--- config.mk ---
export PLATFORM = sky130hd
export DESIGN_NAME = acpd_ctrl
export DESIGN_NICKNAME = d
export VERILOG_FILES = /design/src/design/acpd_pkg.sv /design/src/design/acpd_ctrl.sv
export SDC_FILE = /design/constraint.sdc
export NUM_CORES = 1
export LEC_CHECK = 0
export BUFFER_PORTS_ARGS = -buffer_cell sky130_fd_sc_hd__buf_2
export CAP_MARGIN = 20
export CORE_AREA = 2 2 39 41
export CTS_BUF_LIST = sky130_fd_sc_hd__clkbuf_8
export CTS_CLUSTER_DIAMETER = 200
export DETAILED_ROUTE_END_ITERATION = 6
export DIE_AREA = 0 0 41 43
export GPL_TIMING_DRIVEN = 0
export PLACE_DENSITY_LB_ADDON = 0.08
export RECOVER_POWER = 50
export SKIP_CTS_REPAIR_TIMING = 1
export SLEW_MARGIN = 10
export SYNTH_ARGS = -nofsm -noshare
export SYNTH_HDL_FRONTEND = slang
export SYNTH_SLANG_ARGS = --single-unit
--- constraint.sdc ---
create_clock -name clk -period 2.29 [get_ports clk]
set_clock_uncertainty 0.1 [all_clocks]
set_input_delay 0.1145 -clock clk [delete_from_list [all_inputs] [get_ports clk]]
set_output_delay 0.1145 -clock clk [all_outputs]
set_load 0.01 [all_outputs]
--- src/design/acpd_pkg.sv ---
// acpd_pkg: item types, controller states and command/status bundles
// for the autocorrelation period detector; no dependencies
package acpd_pkg;

    localparam int SAMPLE_BITS = 12;
    localparam int LAG_BITS    = 10;

    // one input item
    typedef struct packed {
        logic signed [SAMPLE_BITS-1:0] sample;
        logic                          last_sample;
    } acpd_in_t;

    // one result item
    typedef struct packed {
        logic [LAG_BITS-1:0] period_lag;
        logic                peak_mismatch;
        logic                record_truncated;
    } acpd_out_t;

    // controller states
    typedef enum logic [3:0] {
        S_IDLE,
        S_DEV,
        S_NEXT,
        S_MACGO,
        S_MAC,
        S_DIVGO,
        S_DIV,
        S_STORE,
        S_SCANGO,
        S_SCAN,
        S_MIS,
        S_DONE
    } acpd_state_t;

    // controller to datapath
    typedef struct packed {
        logic load;
        logic dev_run;
        logic mac_init;
        logic mac_run;
        logic div_start;
        logic acv_store;
        logic scan_init;
        logic scan_run;
        logic mis_calc;
        logic load_out;
    } acpd_cmd_t;

    // datapath to controller
    typedef struct packed {
        logic dev_done;
        logic lag_ok;
        logic mac_done;
        logic div_done;
        logic scan_done;
    } acpd_stat_t;

endpackage

--- src/design/acpd_ctrl.sv ---
// acpd_ctrl: controller state machine sequencing load, deviation pass,
// per-lag multiply-accumulate and divide, peak scan, mismatch and result; uses acpd_pkg
module acpd_ctrl
    import acpd_pkg::*;
(
    input  logic       clk,
    input  logic       rst_n,
    input  logic       item_valid,
    input  logic       last_sample,
    output logic       item_ready,
    output logic       result_valid,
    input  logic       result_ready,
    input  acpd_stat_t stat,
    output acpd_cmd_t  cmd
);

    acpd_state_t state_reg, state_next;
    logic        ovalid_reg, ovalid_next;
    logic        in_fire;

    assign in_fire = item_valid && (state_reg == S_IDLE);

    // next state
    always_comb
    begin
        state_next = state_reg;
        unique case (state_reg)
            S_IDLE:   if (in_fire && last_sample) state_next = S_DEV;
            S_DEV:    if (stat.dev_done) state_next = S_NEXT;
            S_NEXT:   state_next = stat.lag_ok ? S_MACGO : S_SCANGO;
            S_MACGO:  state_next = S_MAC;
            S_MAC:    if (stat.mac_done) state_next = S_DIVGO;
            S_DIVGO:  state_next = S_DIV;
            S_DIV:    if (stat.div_done) state_next = S_STORE;
            S_STORE:  state_next = S_NEXT;
            S_SCANGO: state_next = S_SCAN;
            S_SCAN:   if (stat.scan_done) state_next = S_MIS;
            S_MIS:    state_next = S_DONE;
            S_DONE:   if (!ovalid_reg || result_ready) state_next = S_IDLE;
            default:  state_next = S_IDLE;
        endcase
    end

    // outputs
    always_comb
    begin
        cmd = '0;
        unique case (state_reg)
            S_IDLE:   cmd.load = in_fire;
            S_DEV:    cmd.dev_run = 1'b1;
            S_MACGO:  cmd.mac_init = 1'b1;
            S_MAC:    cmd.mac_run = 1'b1;
            S_DIVGO:  cmd.div_start = 1'b1;
            S_STORE:  cmd.acv_store = 1'b1;
            S_SCANGO: cmd.scan_init = 1'b1;
            S_SCAN:   cmd.scan_run = 1'b1;
            S_MIS:    cmd.mis_calc = 1'b1;
            S_DONE:   cmd.load_out = !ovalid_reg || result_ready;
            default:  cmd = '0;
        endcase
    end

    // result valid flag
    always_comb
    begin
        ovalid_next = ovalid_reg;
        if (cmd.load_out)
            ovalid_next = 1'b1;
        else if (result_ready)
            ovalid_next = 1'b0;
    end

    always_ff @(posedge clk or negedge rst_n)
    begin
        if (!rst_n)
        begin
            state_reg  <= S_IDLE;
            ovalid_reg <= 1'b0;
        end
        else
        begin
            state_reg  <= state_next;
            ovalid_reg <= ovalid_next;
        end
    end

    assign item_ready   = (state_reg == S_IDLE);
    assign result_valid = ovalid_reg;

    // a division completes only while waited for
    a_div_in_wait: assert property (@(posedge clk) disable iff (!rst_n)
        stat.div_done |-> state_reg == S_DIV)
        else $error("division finished outside wait state");

    // a pending result is never overwritten
    a_no_overwrite: assert property (@(posedge clk) disable iff (!rst_n)
        cmd.load_out |-> !ovalid_reg || result_ready)
        else $error("pending result overwritten");

endmodule

==> tab_implementation.tex <==
\begin{tabular}{lr}
\hline
Metric & Value \\
\hline
\multicolumn{2}{l}{\textbf{STA}} \\
Slew at the pin with the worst max-slew slack & 0.424 ns \\
Final number of hold-violating endpoints & 0 \\
Slew Limit Fails & 0 \\
Portion of the clock cycle consumed by the worst path in the final layout & 0.821 \\
Unrepaired setup endpoints after global routing & false \\
Relative slew slack & 0.717 \\
Shortest clock period the worst path allows after layout & 1.88 ns \\
Number of setup violations in the final report & 0 \\
Highest attainable clock frequency & 532 MHz \\
Final-layout setup total negative slack & 0 ns \\
\multicolumn{2}{l}{\textbf{Hold path}} \\
Cell depth of the worst min-delay path & 3 \\
Startpoint of the worst hold path & result\_ready \\
Destination of the worst hold path & result\_valid\$\_DFFE\_PN0P\_ \\
Hold crit path type & input port to flop \\
\multicolumn{2}{l}{\textbf{Die}} \\
Total die area & 1760 µm² \\
Initial Util & 0.327 \\
Die Wd & 41 µm \\
Number of ports placed on the die boundary & 22 \\
Total number of placement rows & 14 \\
Core area & 1380 µm² \\
Die Y & 43 µm \\
\multicolumn{2}{l}{\textbf{Synthesis}} \\
Leading post-synthesis cells by cell area & dfrtp\_1, nand2b\_1, nor2\_1, nand2\_1, nor3\_1 \\
Post-synthesis instance area & 453 µm² \\
Syn\_nets & 65 \\
Synthesis-stage register bit count & 5 \\
Count of cell types in the netlist & 27 \\
Number of instances in the synthesized netlist & 55 \\
Cell accounting for the most synthesized area & dfrtp\_1 \\
Post-synth top area share & 0.276 \\
Yosys warning total & 0 \\
Sequential element share of the synthesized area & 0.276 \\
Post-synthesis average cell area & 8.24 µm² \\
\multicolumn{2}{l}{\textbf{Setup path}} \\
Element type at the critical path end & output pin \\
Flop2flop setup slack & 0.42 ns \\
Logic depth of the worst register-to-register path & 5 \\
Startpoint of the worst-slack reg-to-reg timing path & state\_reg[3]\$\_DFFE\_PN0P\_ \\
Cell at the slowest stage of the critical path & dfrtp\_1 \\
Launching element of the worst setup path & state\_reg[3]\$\_DFFE\_PN0P\_ \\
WP data required & 2.08 ns \\
Data arrival time at the worst-slack endpoint & 1.66 ns \\
Worst path top cell family by delay & buffers and inverters \\
Cells along the critical path & clkbuf\_1 -> nand4b\_1 -> and2b\_1 -> buf\_4 -> buf\_2 \\
Crit path buf inv count & 3 \\
Slowest cell delay on critical path & 0.39 ns \\
Capturing point of the worst reg2reg path & state\_reg[0]\$\_DFFE\_PN0P\_ \\
Worst-path maximum fanout & 10 \\
Category of the critical setup timing path & flop to output pin \\
Startpoint class of the critical path & flop \\
\multicolumn{2}{l}{\textbf{Drt}} \\
Initial DRT Pass Iterations & 4 \\
Vias per Instance & 4.64 \\
Final ANT Viol Nets & 0 \\
Post-route DRC violation count & 0 \\
Final Routed Wirelength & 1070 µm \\
Mean routed wirelength per cell & 11.0 µm \\
Via count & 450 \\
Number of DRC markers after the initial detailed-route iteration & 7 \\
\multicolumn{2}{l}{\textbf{Power and ir drop}} \\
Worst supply voltage drop on vdd & 0.000605 V \\
Leakage power figure & 0.000298 µW \\
PwrDens & 1370 nW/µm² \\
\multicolumn{2}{l}{\textbf{Job}} \\
Maximum capacitance violations & 0 \\
\multicolumn{2}{l}{\textbf{Layout}} \\
Antenna diode count & 0 \\
Share of post-route cells with drive strength above 1 & 0.333 \\
Final-stage net count & 92 \\
Number of flip-flops under the largest register name & 4 \\
Final Non-Filler Cells & 97 \\
Commonest non-fill, non-tap cells in the layout & buf\_2, clkbuf\_1, nor2\_1, nand2\_1 \\
Number of fill cells & 148 \\
Leading cell type in the layout, fill and taps excluded & buf\_2 \\
Signed area change from the synthesized netlist to the final layout & 38.1\% \\
\multicolumn{2}{l}{\textbf{CTS}} \\
CTS tree & built \\
Number of buffers created by CTS & 3 \\
Clock edge transition at the registers on the reported setup and hold paths & 0.04 ns \\
Count of H-tree levels built during CTS & 1 \\
Clk root buf & clkbuf\_8 \\
Worst-case clock buffer depth & 2 \\
Number of clock sinks & 5 \\
Latest clock arrival within the worst-skew pair & 0.22 ns \\
\multicolumn{2}{l}{\textbf{Status}} \\
Outcome & finished, final reports clean \\
\multicolumn{2}{l}{\textbf{Placed design}} \\
Count of input and output buffers & 21 \\
DPL Wire Length & 820 µm \\
GP Congestion & 0.831 \\
Dpl cells & 92 \\
\multicolumn{2}{l}{\textbf{Global routing}} \\
Initial antenna violation count & 0 \\
Grt ovf & 0 \\
Largest net degree at the start of global routing & 11 \\
Vias in the first global route & 431 \\
Tot GR Track Use & 0.144 \\
First-pass GRT wire length & 1730 µm \\
\hline
\end{tabular}
-- synthesized netlist by cell type --
cell and instances:
mux2_4 1, o32a_1 1, a41oi_1 1, and2b_1 1, buf_2 2, a21bo_2 1
and2_1 1, dfrtp_1 5, nand4bb_1 1, nor3b_1 1, xor2_1 1, nor3_1 4
nor4_2 1, buf_4 1, nor2b_1 2, a21oi_1 3, nand4b_1 1, buf_6 1
a2bb2oi_2 1, nor2_1 7, o221ai_2 1, nand2b_1 5, clkbuf_1 1, o21ai_0 3
o31a_1 1, or2b_1 1, nand2_1 6
-- metrics by stage --
step	hold slack, ns	util	power [µW]	area (µm²)	setup WS, ns
after CTS	-0.402	0.450	869	623	0.538
after global routing	0.159	0.452	938	626	0.260
after floorplan	-0.281	-	571	453	0.606
final	0.127	0.452	854	626	0.411
after global placement	-0.170	0.418	710	578	0.547
after detailed placement	-0.170	0.418	707	578	0.546
-- layout make-up --
class	count	area, µm²	share of cell area
buffer	5	31.3	0.0500
clock buffer	3	41.3	0.0660
clock inverter	1	3.75	0.00600
multi-input combinational	45	295	0.472
sequential	5	125	0.200
tap	16	20.0	0.0320
timing repair buffer	22	109	0.174
-- worst min-delay path, stage by stage --
cell and delay, ns:
buf_2 0.07, nand2b_1 0.14, nand2_1 0.07
-- kinds of logic (layout without fill, tap and decap cells) --
group,after synthesis,count (layout),synth area share
AND/OR/NAND/NOR,31,31,0.384
AO/OA/AOI/OAI,12,12,0.215
flip-flops,5,5,0.276
buffers and inverters,5,31,0.0718
XOR/XNOR,1,1,0.0193
multiplexers,1,1,0.0331
-- report_power, final --
group          total, µW  internal (µW)  leakage (µW)  switching (µW)
clock network        157            115     0.0000269            42.0
logic                517            238      0.000208             279
registers            180            132     0.0000628            48.6
total                854            485      0.000298             370
-- routing by layer --
metal | global-route usage | share of wire
met1 | 0.192 | 0.49
met2 | 0.206 | 0.46
met3 | 0.0471 | 0.056
met4 | 0.0600 | 0
met5 | 0 | 0
-- worst max-delay path by stage --
stage / end / depth (start not counted)
CTS: state_reg[0]$_DFFE_PN0P_ / 4
finish: cmd[0] / 5
global route: cmd[0] / 5
detailed placement: state_reg[0]$_DFFE_PN0P_ / 4
floorplan: state_reg[0]$_DFFE_PN0P_ / 5
global placement: state_reg[0]$_DFFE_PN0P_ / 4
No activity file was read; power rests on OpenSTA's default activity.
